## src/sv/cljq_pkg.sv

```systemverilog
// Package with shared constants and control types of the job queue.
package cljq_pkg;

   localparam int DEF_QUEUE_DEPTH = 16;
   localparam int DEF_TAG_BITS    = 16;
   localparam int RUN_W           = 8;
   localparam int KIND_W          = 2;

   localparam logic [RUN_W-1:0] MAX_WORKERS_RESET = 8'd4;
   localparam logic [RUN_W-1:0] RUN_LIMIT         = 8'd255;

   localparam logic [KIND_W-1:0] KIND_PUSH   = 2'd0;
   localparam logic [KIND_W-1:0] KIND_DONE   = 2'd1;
   localparam logic [KIND_W-1:0] KIND_CANCEL = 2'd2;

   typedef struct packed {
      logic load;
      logic exec;
      logic dispatch;
   } dp_cmd_type;

   typedef struct packed {
      logic out_full;
   } dp_status_type;

endpackage

```

## src/sv/cljq_if.sv

```systemverilog
// Handshake channel interfaces for event items, result items and configuration writes.
interface cljq_req_if #(parameter int TAG_BITS = 16);
   logic                valid;
   logic                ready;
   logic [1:0]          kind;
   logic [TAG_BITS-1:0] job_tag;
   modport source (output valid, kind, job_tag, input ready);
   modport sink   (input valid, kind, job_tag, output ready);
endinterface

interface cljq_rsp_if #(parameter int TAG_BITS = 16, parameter int CNT_W = 5);
   logic                valid;
   logic                ready;
   logic                dispatch_valid;
   logic [TAG_BITS-1:0] dispatch_tag;
   logic                cancel_found;
   logic                push_dropped;
   logic                done_underflow;
   logic [CNT_W-1:0]    queued_count;
   logic [7:0]          running_count;
   modport source (output valid, dispatch_valid, dispatch_tag, cancel_found, push_dropped,
                   done_underflow, queued_count, running_count, input ready);
   modport sink   (input valid, dispatch_valid, dispatch_tag, cancel_found, push_dropped,
                   done_underflow, queued_count, running_count, output ready);
endinterface

interface cljq_csr_if;
   logic       valid;
   logic       ready;
   logic [7:0] max_workers;
   modport source (output valid, max_workers, input ready);
   modport sink   (input valid, max_workers, output ready);
endinterface

```

## src/sv/cljq_ctrl.sv

```systemverilog
// Controller state machine sequencing accept, event execution and dispatch.
module cljq_ctrl
   import cljq_pkg::*;
(
   input  logic          clock,
   input  logic          reset,
   input  logic          req_valid,
   output logic          req_ready,
   input  logic          rsp_ready,
   input  dp_status_type status,
   output dp_cmd_type    cmd
);

   typedef enum logic [1:0] {S_IDLE, S_EXEC, S_DISP} state_type;

   state_type state_ff;
   logic      disp_go;

   assign req_ready    = (state_ff == S_IDLE);
   assign disp_go      = (state_ff == S_DISP) && (!status.out_full || rsp_ready);
   assign cmd.load     = req_ready && req_valid;
   assign cmd.exec     = (state_ff == S_EXEC);
   assign cmd.dispatch = disp_go;

   always_ff @(posedge clock) begin
      if (reset) begin
         state_ff <= S_IDLE;
      end else begin
         case (state_ff)
            S_IDLE: begin
               if (req_valid) state_ff <= S_EXEC;
            end
            S_EXEC: state_ff <= S_DISP;
            S_DISP: begin
               if (disp_go) state_ff <= S_IDLE;
            end
            default: state_ff <= S_IDLE;
         endcase
      end
   end

   // Only one item is in work, so no new item is taken before its result is registered.
   a_one_in_work: assert property (@(posedge clock) disable iff (reset)
      cmd.load |=> cmd.exec ##1 !req_ready)
      else $error("item accepted while another is in work");

   a_exec_after_load: assert property (@(posedge clock) disable iff (reset)
      cmd.exec |-> $past(cmd.load))
      else $error("execution without an accepted item");

   a_dispatch_slot: assert property (@(posedge clock) disable iff (reset)
      cmd.dispatch |-> (!status.out_full || rsp_ready))
      else $error("result written over one not yet taken");

endmodule

```

## src/sv/cljq_datapath.sv

```systemverilog
// Datapath: shift-chain tag queue, running counter, limit register and result register.
module cljq_datapath
   import cljq_pkg::*;
#(
   parameter int QUEUE_DEPTH = DEF_QUEUE_DEPTH,
   parameter int TAG_BITS    = DEF_TAG_BITS,
   localparam int IDX_W      = $clog2(QUEUE_DEPTH),
   localparam int CNT_W      = $clog2(QUEUE_DEPTH + 1)
)
(
   input  logic                clock,
   input  logic                reset,
   input  dp_cmd_type          cmd,
   output dp_status_type       status,
   input  logic [KIND_W-1:0]   req_kind,
   input  logic [TAG_BITS-1:0] req_tag,
   input  logic                csr_write,
   input  logic [RUN_W-1:0]    csr_data,
   input  logic                rsp_ready,
   output logic                rsp_valid,
   output logic                rsp_dispatch_valid,
   output logic [TAG_BITS-1:0] rsp_dispatch_tag,
   output logic                rsp_cancel_found,
   output logic                rsp_push_dropped,
   output logic                rsp_done_underflow,
   output logic [CNT_W-1:0]    rsp_queued_count,
   output logic [RUN_W-1:0]    rsp_running_count
);

   localparam logic [CNT_W-1:0] DEPTH_CNT = CNT_W'(QUEUE_DEPTH);

   logic [TAG_BITS-1:0] cells_ff [QUEUE_DEPTH];
   logic [TAG_BITS-1:0] cells_in [QUEUE_DEPTH];
   logic [CNT_W-1:0]    count_ff, count_in;
   logic [RUN_W-1:0]    running_ff, running_in;
   logic [RUN_W-1:0]    max_workers_ff;
   logic [KIND_W-1:0]   kind_ff;
   logic [TAG_BITS-1:0] tag_ff;
   logic                found_ff, found_in;
   logic                dropped_ff, dropped_in;
   logic                underflow_ff, underflow_in;
   logic                rsp_valid_ff;
   logic                disp_ok;

   logic                rsp_dispatch_valid_ff;
   logic [TAG_BITS-1:0] rsp_dispatch_tag_ff;
   logic                rsp_cancel_found_ff;
   logic                rsp_push_dropped_ff;
   logic                rsp_done_underflow_ff;
   logic [CNT_W-1:0]    rsp_queued_count_ff;
   logic [RUN_W-1:0]    rsp_running_count_ff;

   logic                match_any;
   logic [IDX_W-1:0]    match_pos;
   logic                remove_en;
   logic [IDX_W-1:0]    remove_pos;
   logic                push_en;

   // Youngest matching entry: later cells override earlier ones.
   always_comb begin
      match_any = 1'b0;
      match_pos = '0;
      for (int i = 0; i < QUEUE_DEPTH; i++) begin
         if ((CNT_W'(i) < count_ff) && (cells_ff[i] == tag_ff)) begin
            match_any = 1'b1;
            match_pos = IDX_W'(i);
         end
      end
   end

   assign disp_ok = (count_ff != '0) && (running_ff < max_workers_ff) &&
                    (running_ff != RUN_LIMIT);

   always_comb begin
      count_in     = count_ff;
      running_in   = running_ff;
      found_in     = found_ff;
      dropped_in   = dropped_ff;
      underflow_in = underflow_ff;
      remove_en    = 1'b0;
      remove_pos   = '0;
      push_en      = 1'b0;
      if (cmd.exec) begin
         found_in     = 1'b0;
         dropped_in   = 1'b0;
         underflow_in = 1'b0;
         case (kind_ff)
            KIND_PUSH: begin
               if (count_ff >= DEPTH_CNT) begin
                  dropped_in = 1'b1;
               end else begin
                  push_en  = 1'b1;
                  count_in = count_ff + 1'b1;
               end
            end
            KIND_DONE: begin
               if (running_ff == '0) underflow_in = 1'b1;
               else running_in = running_ff - 1'b1;
            end
            KIND_CANCEL: begin
               if (match_any) begin
                  found_in   = 1'b1;
                  remove_en  = 1'b1;
                  remove_pos = match_pos;
                  count_in   = count_ff - 1'b1;
               end
            end
            default: ;
         endcase
      end else if (cmd.dispatch && disp_ok) begin
         remove_en  = 1'b1;
         count_in   = count_ff - 1'b1;
         running_in = running_ff + 1'b1;
      end
   end

   // Removal shifts every entry from the removed place onwards one step to the old end.
   always_comb begin
      for (int j = 0; j < QUEUE_DEPTH; j++) begin
         cells_in[j] = cells_ff[j];
      end
      for (int j = 0; j < QUEUE_DEPTH - 1; j++) begin
         if (remove_en && (IDX_W'(j) >= remove_pos)) cells_in[j] = cells_ff[j + 1];
      end
      if (push_en) cells_in[count_ff[IDX_W-1:0]] = tag_ff;
   end

   always_ff @(posedge clock) begin
      for (int j = 0; j < QUEUE_DEPTH; j++) begin
         cells_ff[j] <= cells_in[j];
      end
      found_ff     <= found_in;
      dropped_ff   <= dropped_in;
      underflow_ff <= underflow_in;
      if (cmd.load) begin
         kind_ff <= req_kind;
         tag_ff  <= req_tag;
      end
      if (cmd.dispatch) begin
         rsp_dispatch_valid_ff <= disp_ok;
         rsp_dispatch_tag_ff   <= disp_ok ? cells_ff[0] : '0;
         rsp_cancel_found_ff   <= found_ff;
         rsp_push_dropped_ff   <= dropped_ff;
         rsp_done_underflow_ff <= underflow_ff;
         rsp_queued_count_ff   <= count_in;
         rsp_running_count_ff  <= running_in;
      end
   end

   always_ff @(posedge clock) begin
      if (reset) begin
         count_ff       <= '0;
         running_ff     <= '0;
         max_workers_ff <= MAX_WORKERS_RESET;
         rsp_valid_ff   <= 1'b0;
      end else begin
         count_ff   <= count_in;
         running_ff <= running_in;
         if (csr_write) max_workers_ff <= csr_data;
         if (cmd.dispatch) rsp_valid_ff <= 1'b1;
         else if (rsp_ready) rsp_valid_ff <= 1'b0;
      end
   end

   assign rsp_valid          = rsp_valid_ff;
   assign rsp_dispatch_valid = rsp_dispatch_valid_ff;
   assign rsp_dispatch_tag   = rsp_dispatch_tag_ff;
   assign rsp_cancel_found   = rsp_cancel_found_ff;
   assign rsp_push_dropped   = rsp_push_dropped_ff;
   assign rsp_done_underflow = rsp_done_underflow_ff;
   assign rsp_queued_count   = rsp_queued_count_ff;
   assign rsp_running_count  = rsp_running_count_ff;
   assign status.out_full    = rsp_valid_ff;

   a_count_bound: assert property (@(posedge clock) disable iff (reset)
      count_ff <= DEPTH_CNT)
      else $error("queue count beyond depth");

   a_flags_exclusive: assert property (@(posedge clock) disable iff (reset)
      rsp_valid |-> $onehot0({rsp_cancel_found, rsp_push_dropped, rsp_done_underflow}))
      else $error("more than one event flag in a result");

   a_dispatch_running: assert property (@(posedge clock) disable iff (reset)
      (rsp_valid && rsp_dispatch_valid) |-> (rsp_running_count != '0))
      else $error("dispatch reported with no running job");

endmodule

```

## src/sv/concurrency_limited_job_queue_unit.sv

```systemverilog
// Top level of the concurrency-limited job queue.
// Event items arrive on req_ch: kind 0 pushes job_tag at the young end of the
// queue, kind 1 frees one running slot, kind 2 cancels the youngest waiting
// entry equal to job_tag. After each event the oldest waiting job is started
// if fewer than max_workers jobs run. Each event gives exactly one result item
// on rsp_ch with the dispatch, the event flags and both counts.
// csr_ch writes max_workers; it is always ready. The user must write it only
// while idle; the block itself does not enforce this. An item passes through
// accept, event execution against the shift-chain queue, then the dispatch
// step that loads the result register. The next item is accepted in the cycle
// after that, so no new item is taken before the last one is dispatched; the
// result is registered by the dispatch step. If rsp_ch stalls, a finished
// result waits in the result register while the next item is accepted and
// executed; that item then waits in its dispatch step until the register is
// free, and req_ch holds ready low.
// Synchronous reset empties the queue, clears the running count and sets
// max_workers to 4.
module concurrency_limited_job_queue_unit
   import cljq_pkg::*;
#(
   parameter int QUEUE_DEPTH = DEF_QUEUE_DEPTH,
   parameter int TAG_BITS    = DEF_TAG_BITS
)
(
   input logic      clock,
   input logic      reset,
   cljq_req_if.sink   req_ch,
   cljq_rsp_if.source rsp_ch,
   cljq_csr_if.sink   csr_ch
);

   dp_cmd_type    cmd;
   dp_status_type status;

   assign csr_ch.ready = 1'b1;

   cljq_ctrl u_ctrl (
      .clock     (clock),
      .reset     (reset),
      .req_valid (req_ch.valid),
      .req_ready (req_ch.ready),
      .rsp_ready (rsp_ch.ready),
      .status    (status),
      .cmd       (cmd)
   );

   cljq_datapath #(
      .QUEUE_DEPTH (QUEUE_DEPTH),
      .TAG_BITS    (TAG_BITS)
   ) u_datapath (
      .clock              (clock),
      .reset              (reset),
      .cmd                (cmd),
      .status             (status),
      .req_kind           (req_ch.kind),
      .req_tag            (req_ch.job_tag),
      .csr_write          (csr_ch.valid),
      .csr_data           (csr_ch.max_workers),
      .rsp_ready          (rsp_ch.ready),
      .rsp_valid          (rsp_ch.valid),
      .rsp_dispatch_valid (rsp_ch.dispatch_valid),
      .rsp_dispatch_tag   (rsp_ch.dispatch_tag),
      .rsp_cancel_found   (rsp_ch.cancel_found),
      .rsp_push_dropped   (rsp_ch.push_dropped),
      .rsp_done_underflow (rsp_ch.done_underflow),
      .rsp_queued_count   (rsp_ch.queued_count),
      .rsp_running_count  (rsp_ch.running_count)
   );

endmodule
```

## src/flat_wrapper.sv

```systemverilog
// flat-port wrapper written by rule: the top's interface ports become plain ports
module concurrency_limited_job_queue_unit_flat import cljq_pkg::*;
#(
   parameter int QUEUE_DEPTH = DEF_QUEUE_DEPTH,
   parameter int TAG_BITS    = DEF_TAG_BITS
)
  (clock, reset, req_ch_valid, req_ch_kind, req_ch_job_tag, req_ch_ready, rsp_ch_valid, rsp_ch_dispatch_valid, rsp_ch_dispatch_tag, rsp_ch_cancel_found, rsp_ch_push_dropped, rsp_ch_done_underflow, rsp_ch_queued_count, rsp_ch_running_count, rsp_ch_ready, csr_ch_valid, csr_ch_max_workers, csr_ch_ready);
  cljq_req_if #(.TAG_BITS(TAG_BITS)) req_ch_i ();
  cljq_rsp_if #(.TAG_BITS(TAG_BITS)) rsp_ch_i ();
  cljq_csr_if csr_ch_i ();
  input logic clock;
  input logic reset;
  input wire logic [$bits(req_ch_i.valid)-1:0] req_ch_valid;
  input wire logic [$bits(req_ch_i.kind)-1:0] req_ch_kind;
  input wire logic [$bits(req_ch_i.job_tag)-1:0] req_ch_job_tag;
  output wire logic [$bits(req_ch_i.ready)-1:0] req_ch_ready;
  output wire logic [$bits(rsp_ch_i.valid)-1:0] rsp_ch_valid;
  output wire logic [$bits(rsp_ch_i.dispatch_valid)-1:0] rsp_ch_dispatch_valid;
  output wire logic [$bits(rsp_ch_i.dispatch_tag)-1:0] rsp_ch_dispatch_tag;
  output wire logic [$bits(rsp_ch_i.cancel_found)-1:0] rsp_ch_cancel_found;
  output wire logic [$bits(rsp_ch_i.push_dropped)-1:0] rsp_ch_push_dropped;
  output wire logic [$bits(rsp_ch_i.done_underflow)-1:0] rsp_ch_done_underflow;
  output wire logic [$bits(rsp_ch_i.queued_count)-1:0] rsp_ch_queued_count;
  output wire logic [$bits(rsp_ch_i.running_count)-1:0] rsp_ch_running_count;
  input wire logic [$bits(rsp_ch_i.ready)-1:0] rsp_ch_ready;
  input wire logic [$bits(csr_ch_i.valid)-1:0] csr_ch_valid;
  input wire logic [$bits(csr_ch_i.max_workers)-1:0] csr_ch_max_workers;
  output wire logic [$bits(csr_ch_i.ready)-1:0] csr_ch_ready;
  assign req_ch_i.valid = req_ch_valid;
  assign req_ch_i.kind = req_ch_kind;
  assign req_ch_i.job_tag = req_ch_job_tag;
  assign req_ch_ready = req_ch_i.ready;
  assign rsp_ch_valid = rsp_ch_i.valid;
  assign rsp_ch_dispatch_valid = rsp_ch_i.dispatch_valid;
  assign rsp_ch_dispatch_tag = rsp_ch_i.dispatch_tag;
  assign rsp_ch_cancel_found = rsp_ch_i.cancel_found;
  assign rsp_ch_push_dropped = rsp_ch_i.push_dropped;
  assign rsp_ch_done_underflow = rsp_ch_i.done_underflow;
  assign rsp_ch_queued_count = rsp_ch_i.queued_count;
  assign rsp_ch_running_count = rsp_ch_i.running_count;
  assign rsp_ch_i.ready = rsp_ch_ready;
  assign csr_ch_i.valid = csr_ch_valid;
  assign csr_ch_i.max_workers = csr_ch_max_workers;
  assign csr_ch_ready = csr_ch_i.ready;
  concurrency_limited_job_queue_unit #(.QUEUE_DEPTH(QUEUE_DEPTH), .TAG_BITS(TAG_BITS)) u_core (.clock(clock), .reset(reset), .req_ch(req_ch_i), .rsp_ch(rsp_ch_i), .csr_ch(csr_ch_i));
endmodule
```

## config.mk

```make
export PLATFORM = sky130hd
export DESIGN_NAME = concurrency_limited_job_queue_unit_flat
export DESIGN_NICKNAME = d
export VERILOG_FILES = /design/src/sv/cljq_pkg.sv /design/src/sv/cljq_if.sv /design/src/sv/cljq_ctrl.sv /design/src/sv/cljq_datapath.sv /design/src/sv/concurrency_limited_job_queue_unit.sv /design/src/flat_wrapper.sv
export SDC_FILE = /design/constraint.sdc
export NUM_CORES = 1
export LEC_CHECK = 0
export BUFFER_PORTS_ARGS = -buffer_cell sky130_fd_sc_hd__buf_2
export CORE_MARGIN = 3
export CORE_UTILIZATION = 41
export CTS_CLUSTER_DIAMETER = 150
export DETAILED_ROUTE_END_ITERATION = 10
export GPL_TIMING_DRIVEN = 0
export PLACE_DENSITY = 0.65
export SLEW_MARGIN = 20
export SYNTH_ARGS = -nofsm -noshare
export SYNTH_HDL_FRONTEND = slang
export SYNTH_HIERARCHICAL = 1
export SYNTH_SLANG_ARGS = --single-unit
```

## constraint.sdc

```tcl
create_clock -name clock -period 6.2 [get_ports clock]
set_input_delay 0.31 -clock clock [delete_from_list [all_inputs] [get_ports clock]]
set_output_delay 0.31 -clock clock [all_outputs]
set_load 0.02 [all_outputs]
```

=== Word-level counts from Yosys, hierarchy flattened ===
Memories as Yosys holds them, arrays and structs flattened.
Cells that the tools add are included.

* Bits in writable memories: 256
* Memories: 1
* Register bits after elaboration: 78

{| class="wikitable"
|+ Memory list
! name !! depth !! width !! read ports !! clocked after memory_dff !! wr ports !! line !! source
|-
| u_core.u_datapath.cells_ff || 16 || 16 || 16 || 0 || 16 || cljq_datapath.sv:32 || <nowiki>logic [TAG_BITS-1:0] cells_ff [QUEUE_DEPTH];</nowiki>
|}

* Reductions and logical operators: 45
* Equality and inequality tests: 23
* Bitwise logic cells: 1
* Muxes and demuxes: 76
* $add $sub $neg: 4
* Magnitude comparators: 35

{| class="wikitable"
|+ Operators by type and width
! operator !! number
|-
| $bwmux 256 || 1
|-
| $eq 16x16->1 || 16
|-
| $mux 16 || 16
|-
| $mux 256 || 1
|-
| $demux 16 s4 || 1
|-
| $mux 4 || 11
|-
| $lt 4x5->1 const A || 8
|-
| $logic_and 1x1->1 || 37
|-
| $mux 8 || 4
|-
| $ge 4x4->1 const A || 7
|-
| $mux 1 || 28
|-
| $lt 3x5->1 const A || 4
|-
| $mux 5 || 4
|-
| $ge 3x4->1 const A || 4
|-
| $mux 3 || 4
|-
| $ge 5x5->1 const B || 2
|-
| $lt 1x5->1 const A || 2
|-
| $lt 2x5->1 const A || 2
|-
| $pmux 5 s2 || 1
|-
| $add 8x1->8 const B || 1
|-
| $ge 1x4->1 const A || 2
|-
| $ge 2x4->1 const A || 2
|-
| $logic_not 8->1 || 1
|-
| $lt 8x8->1 || 1
|-
| 17 further kinds || 24
|}

=== Logic depth before layout (Yosys ltp) ===
An unclocked memory read counts as a cell.

* Depth in word-level cells: 27
* Depth in mapped cells: 17
* Depth with buffers taken out: 12

=== Hierarchy ===
Netlist, hierarchy kept.

{| class="wikitable"
|+ Modules (own cells, without submodules)
! module !! area an instance (µm²) !! cells each !! instances
|-
| cljq_datapath || 17,525.6 || 1,942 || 1
|-
| cljq_ctrl || 113.9 || 11 || 1
|-
| concurrency_limited_job_queue_unit || 11.3 || 2 || 1
|}

=== Least setup slack after synthesis ===
Ideal clock, no wire load.

* Path kind: register to register
* Start: register u_core.u_datapath.tag_ff[0]
* End: memory u_core.u_datapath.cells_ff[6][6] (netlist: u_core/u_datapath/cells_ff[0][102])
* Data required time: 6.127 ns
* Slack: 2.601 ns
* Stages on the path, launching flop included: 17
* Arrival time: 3.526 ns
* Cell sequence: edfxtp_1 buf_2 xnor2_1 nand4_1 or4_1 or4_1 buf_2 and4_4 a21o_1 a21bo_4 buf_6 and3b_1 buf_2 or2_1 buf_2 buf_6 o211ai_2

{| class="wikitable"
|+ RTL lines
! item !! line !! source
|-
| start, declared || cljq_datapath.sv:38 || <nowiki>logic [TAG_BITS-1:0] tag_ff;</nowiki>
|-
| start signal, assigned || cljq_datapath.sv:137 || <nowiki>tag_ff <= req_tag;</nowiki>
|-
| end, declared || cljq_datapath.sv:32 ||
|}

==> results.sh <==
export IMPL_run_status="complete, no violations"
export IMPL_clk_pin_slew_ns=0.06
export IMPL_r2r_setup_slack_ns=0.71
export IMPL_p_clk_share_pct=33.4
export IMPL_dieArea_um2=45600
export IMPL_path_buf_inv=4
export IMPL_drive_gt1_share_pct=10.7
export IMPL_synth_top_family_by_area="simple AND/OR/NAND/NOR gates"
export IMPL_grt_overflow=0
export IMPL_peakVddDrop_mv=0.182
export IMPL_layout_nets=2132
export IMPL_worstSetupStartpointType="register"
export IMPL_ys_warn_count=6
export IMPL_slew_headroom_pct=14.3
export IMPL_clk_latency_ns=0.58
export IMPL_cts_tree="done"
export IMPL_max_stage_delay_ns=0.70
export IMPL_vias_per_cell=5.81
export IMPL_final_util_pct=47.7
export IMPL_hpwl_mm=47.1
export IMPL_timing_rr_end="u_core/u_datapath/cells_ff[1][109]"
export IMPL_synth_mux_area_share_pct=8.62
export IMPL_p_sw_uw=2080
export IMPL_grt_pass1_vias=14800
export IMPL_clock_sinks=334
export IMPL_path_cells="clkbuf_1 -> buf_2 -> buf_2 -> xnor2_1 -> nand4_1 -> a2111oi_0 -> o221ai_1 -> a311oi_1 -> o21ai_1 -> a211oi_2 -> o21ai_1 -> clkbuf_1 -> o21ai_0"
export IMPL_numCtsBuffers=38
export IMPL_synth_edff_count=70
export IMPL_dpl_instance_area_um2=18700
export IMPL_worst_pin_slew_ns=1.29
export IMPL_synth_ff_type="dfxtp_1"
export IMPL_drc=0
export IMPL_track_usage_pct=28.6
export IMPL_clock_fmax_mhz=182
export IMPL_maxSlewViolCount=0
export IMPL_setup_viol=0
export IMPL_insertedDiodeCount=0
export IMPL_final_antenna_net_count=0
export IMPL_dieHeight_um=213
export IMPL_cts_htree_levels=2
export IMPL_combPwrFrac_pct=18.7
export IMPL_swShare_pct=31.2
export IMPL_syn_num_nets=2000
export IMPL_portBuffers=64
export IMPL_mostFrequentLayoutCells="dfxtp_1 (264), nor2_1 (216), a21oi_1 (187)"
export IMPL_cts_setup_buffers=0
export IMPL_synth_distinct_cells=71
export IMPL_worstHoldEndpoint="u_core/u_datapath/rsp_valid"
export IMPL_worst_r2r_path_depth=13
export IMPL_die_w_um=213
export IMPL_grt_pass1_wl_mm=96.0
export IMPL_coreArea_um2=42200
export IMPL_synth_compound_area_share_pct=14.3
export IMPL_synthSimpleGateAreaFrac_pct=16.5
export IMPL_grt_setup_unrepaired="false"
export IMPL_first_iter_violations=1678
export IMPL_grt_max_degree=38
export IMPL_power_density_nw_per_um2=330
export IMPL_timing_final_crit_share_pct=88.5
export IMPL_fin_skew_ns=0.0364
export IMPL_crit_family="compound AO/OA/AOI/OAI gates"
export IMPL_min_path_cells=3
export IMPL_areaGrowthSynthToFinish_pct=14.0
export IMPL_yosysSeqAreaShare_pct=41.9
export IMPL_clockBufferDepth=3
export IMPL_first_pass_iters=6
export IMPL_cts_root_buf="clkbuf_16"
export IMPL_syn_avg_cell_area_um2=9.03
export IMPL_min_delay_start="rsp_ch_ready"
export IMPL_period_needed_ns=5.49
export IMPL_start_util_pct=41.8
export IMPL_synthCells=1955
export IMPL_power_uw=6650
export IMPL_p_int_uw=4570
export IMPL_gp_congestion=1.01
export IMPL_antenna_found_initial=0
export IMPL_num_rows=75
export IMPL_crit_fanout=10
export IMPL_final_area_um2=20100
export IMPL_post_synth_fa_ha_maj_area_fraction_pct=0.992
export IMPL_synth_area_um2=17700
export IMPL_async_flop_share_pct=0
export IMPL_hold_slack_ns=0.0496
export IMPL_final_common_cell="dfxtp_1"
export IMPL_r2r_start="u_core/u_datapath/tag_ff[10]"
export IMPL_num_io_pins=67
export IMPL_synth_xor_area_share_pct=12.9
export IMPL_worst_path_max_delay_cell="a211oi_2"
export IMPL_wl_mm=65.8
export IMPL_finalHoldViolations=0
export IMPL_crit_type="register to register"
export IMPL_fill_cells=3967
export IMPL_ys_ff_latch=334
export IMPL_drv_cap=0
export IMPL_end_kind="register"
export IMPL_via_count=15400
export IMPL_p_leak_uw=0.00806
export IMPL_min_path_type="primary input to register"
export IMPL_tns_ns=0
export IMPL_arrival_ns=5.96
export IMPL_required_ns=6.68
export IMPL_wl_per_cell_um=24.8
export IMPL_seq_power_share_pct=47.8
[synthesized netlist by cell type, types with 3 or more instances]
cell / number / area share [%]
nor2b_1: 23 / 0.82
buf_1: 3 / 0.064
buf_2: 51 / 1.4
or4_1: 7 / 0.30
o21a_1: 20 / 0.85
nand2b_1: 6 / 0.21
nor4_1: 23 / 0.82
nor3b_1: 19 / 0.81
xnor2_1: 175 / 8.7
o21ai_1: 25 / 0.71
inv_1: 33 / 0.70
a31oi_1: 18 / 0.64
buf_4: 6 / 0.26
and3_1: 7 / 0.25
clkbuf_1: 105 / 2.2
o211ai_1: 9 / 0.38
a21o_1: 10 / 0.43
edfxtp_1: 70 / 12
nor2_1: 216 / 4.6
a2111oi_0: 3 / 0.15
and2_1: 40 / 1.4
mux2i_1: 152 / 8.6
o21ai_0: 38 / 1.1
and4_1: 4 / 0.20
nor3_1: 25 / 0.71
o221a_2: 14 / 0.89
dfxtp_1: 264 / 30
a22oi_1: 20 / 0.85
o211ai_2: 10 / 0.71
nand4_1: 52 / 1.8
nand2_1: 124 / 2.6
or3_1: 7 / 0.25
a221o_1: 16 / 0.91
a21oi_1: 187 / 5.3
or2_2: 18 / 0.64
nand3_1: 13 / 0.37
ha_1: 14 / 0.99
xor2_1: 85 / 4.2
o22ai_1: 3 / 0.11
[state kept, by name (all words and copies together), names as in the netlist, 2 cells and up, named ones only]
signal	count
u_core/u_datapath/kind_ff	2
u_core/u_datapath/count_ff	5
u_core/u_datapath/max_workers_ff	8
u_core/u_datapath/rsp_dispatch_tag	16
u_core/u_datapath/rsp_queued_count	5
u_core/u_ctrl/state_ff	2
u_core/u_datapath/tag_ff	16
u_core/u_datapath/cells_ff	240
u_core/u_datapath/running_ff	8
u_core/u_datapath/rsp_running_count	8
[worst max-delay path by stage]
stage          slack, ns                            endpoint  depth (start not counted)                    startpoint
2_1_floorplan       2.60  u_core/u_datapath/cells_ff[0][102]                         16   u_core/u_datapath/tag_ff[0]
3_3_place_gp        1.00  u_core/u_datapath/cells_ff[1][109]                         13  u_core/u_datapath/tag_ff[10]
3_5_place_dp        0.90  u_core/u_datapath/cells_ff[1][109]                         13  u_core/u_datapath/tag_ff[10]
4_1_cts             0.88  u_core/u_datapath/cells_ff[1][109]                         13  u_core/u_datapath/tag_ff[10]
5_1_grt             0.68  u_core/u_datapath/cells_ff[1][108]                         13  u_core/u_datapath/tag_ff[10]
6_report            0.71  u_core/u_datapath/cells_ff[1][109]                         13  u_core/u_datapath/tag_ff[10]
[metrics by stage]
step / cells / setup slack (ns)
global placement: 2558 / 1.00
global route: 2653 / 0.675
detailed placement: 2559 / 0.905
finish: 2653 / 0.713
CTS: 2653 / 0.878
floorplan: 1955 / 2.60
[routing by layer]
layer / track usage [%] / vias up / wire [um]
li1: - / 7064 / -
met1: 37.1 / 7369 / 26500
met2: 45.0 / 799 / 29200
met3: 6.69 / 185 / 6690
met4: 13.9 / 0 / 3400
met5: 0 / - / 0
[power groups by stage]
| stage | registers, uW | clock network [uW] | logic [uW] |
|---|---|---|---|
| CTS | 3150 | 2260 | 1220 |
| floorplan | 2970 | 0 | 950 |
| global placement | 3190 | 0 | 1170 |
| global route | 3200 | 2340 | 1350 |
| finish | 3180 | 2220 | 1250 |
| detailed placement | 3200 | 0 | 1200 |
[cell type report]
cell class	instances	area, um^2	area share [%]
buffer	167	728	3.62
clock buffer	50	1020	5.05
clock inverter	17	184	0.914
inverter	34	128	0.634
multi-input combinational	1420	9420	46.8
sequential	334	7390	36.7
tap	539	674	3.35
timing repair buffer	92	594	2.95
[logic make-up (layout without fill, tap and decap cells)]
kind of cell / count (synthesis) / after routing
fa+ha+maj: 14 / 14
mux: 152 / 152
simple gates: 596 / 596
flops: 334 / 334
other cells: 1 / 1
compound gates: 397 / 397
xor+xnor: 260 / 260
buf+inv: 201 / 360
[what timing repair did]
action,CTS,global route
hold buffers,27,0
resized for setup,0,0
hold endpoints to repair,27,0
[worst min-delay path: stages]
cell	delay, ns
buf_2	0.10
nand2b_1	0.10
a21oi_1	0.06
Note: power is estimated with default switching activity, not from simulation.
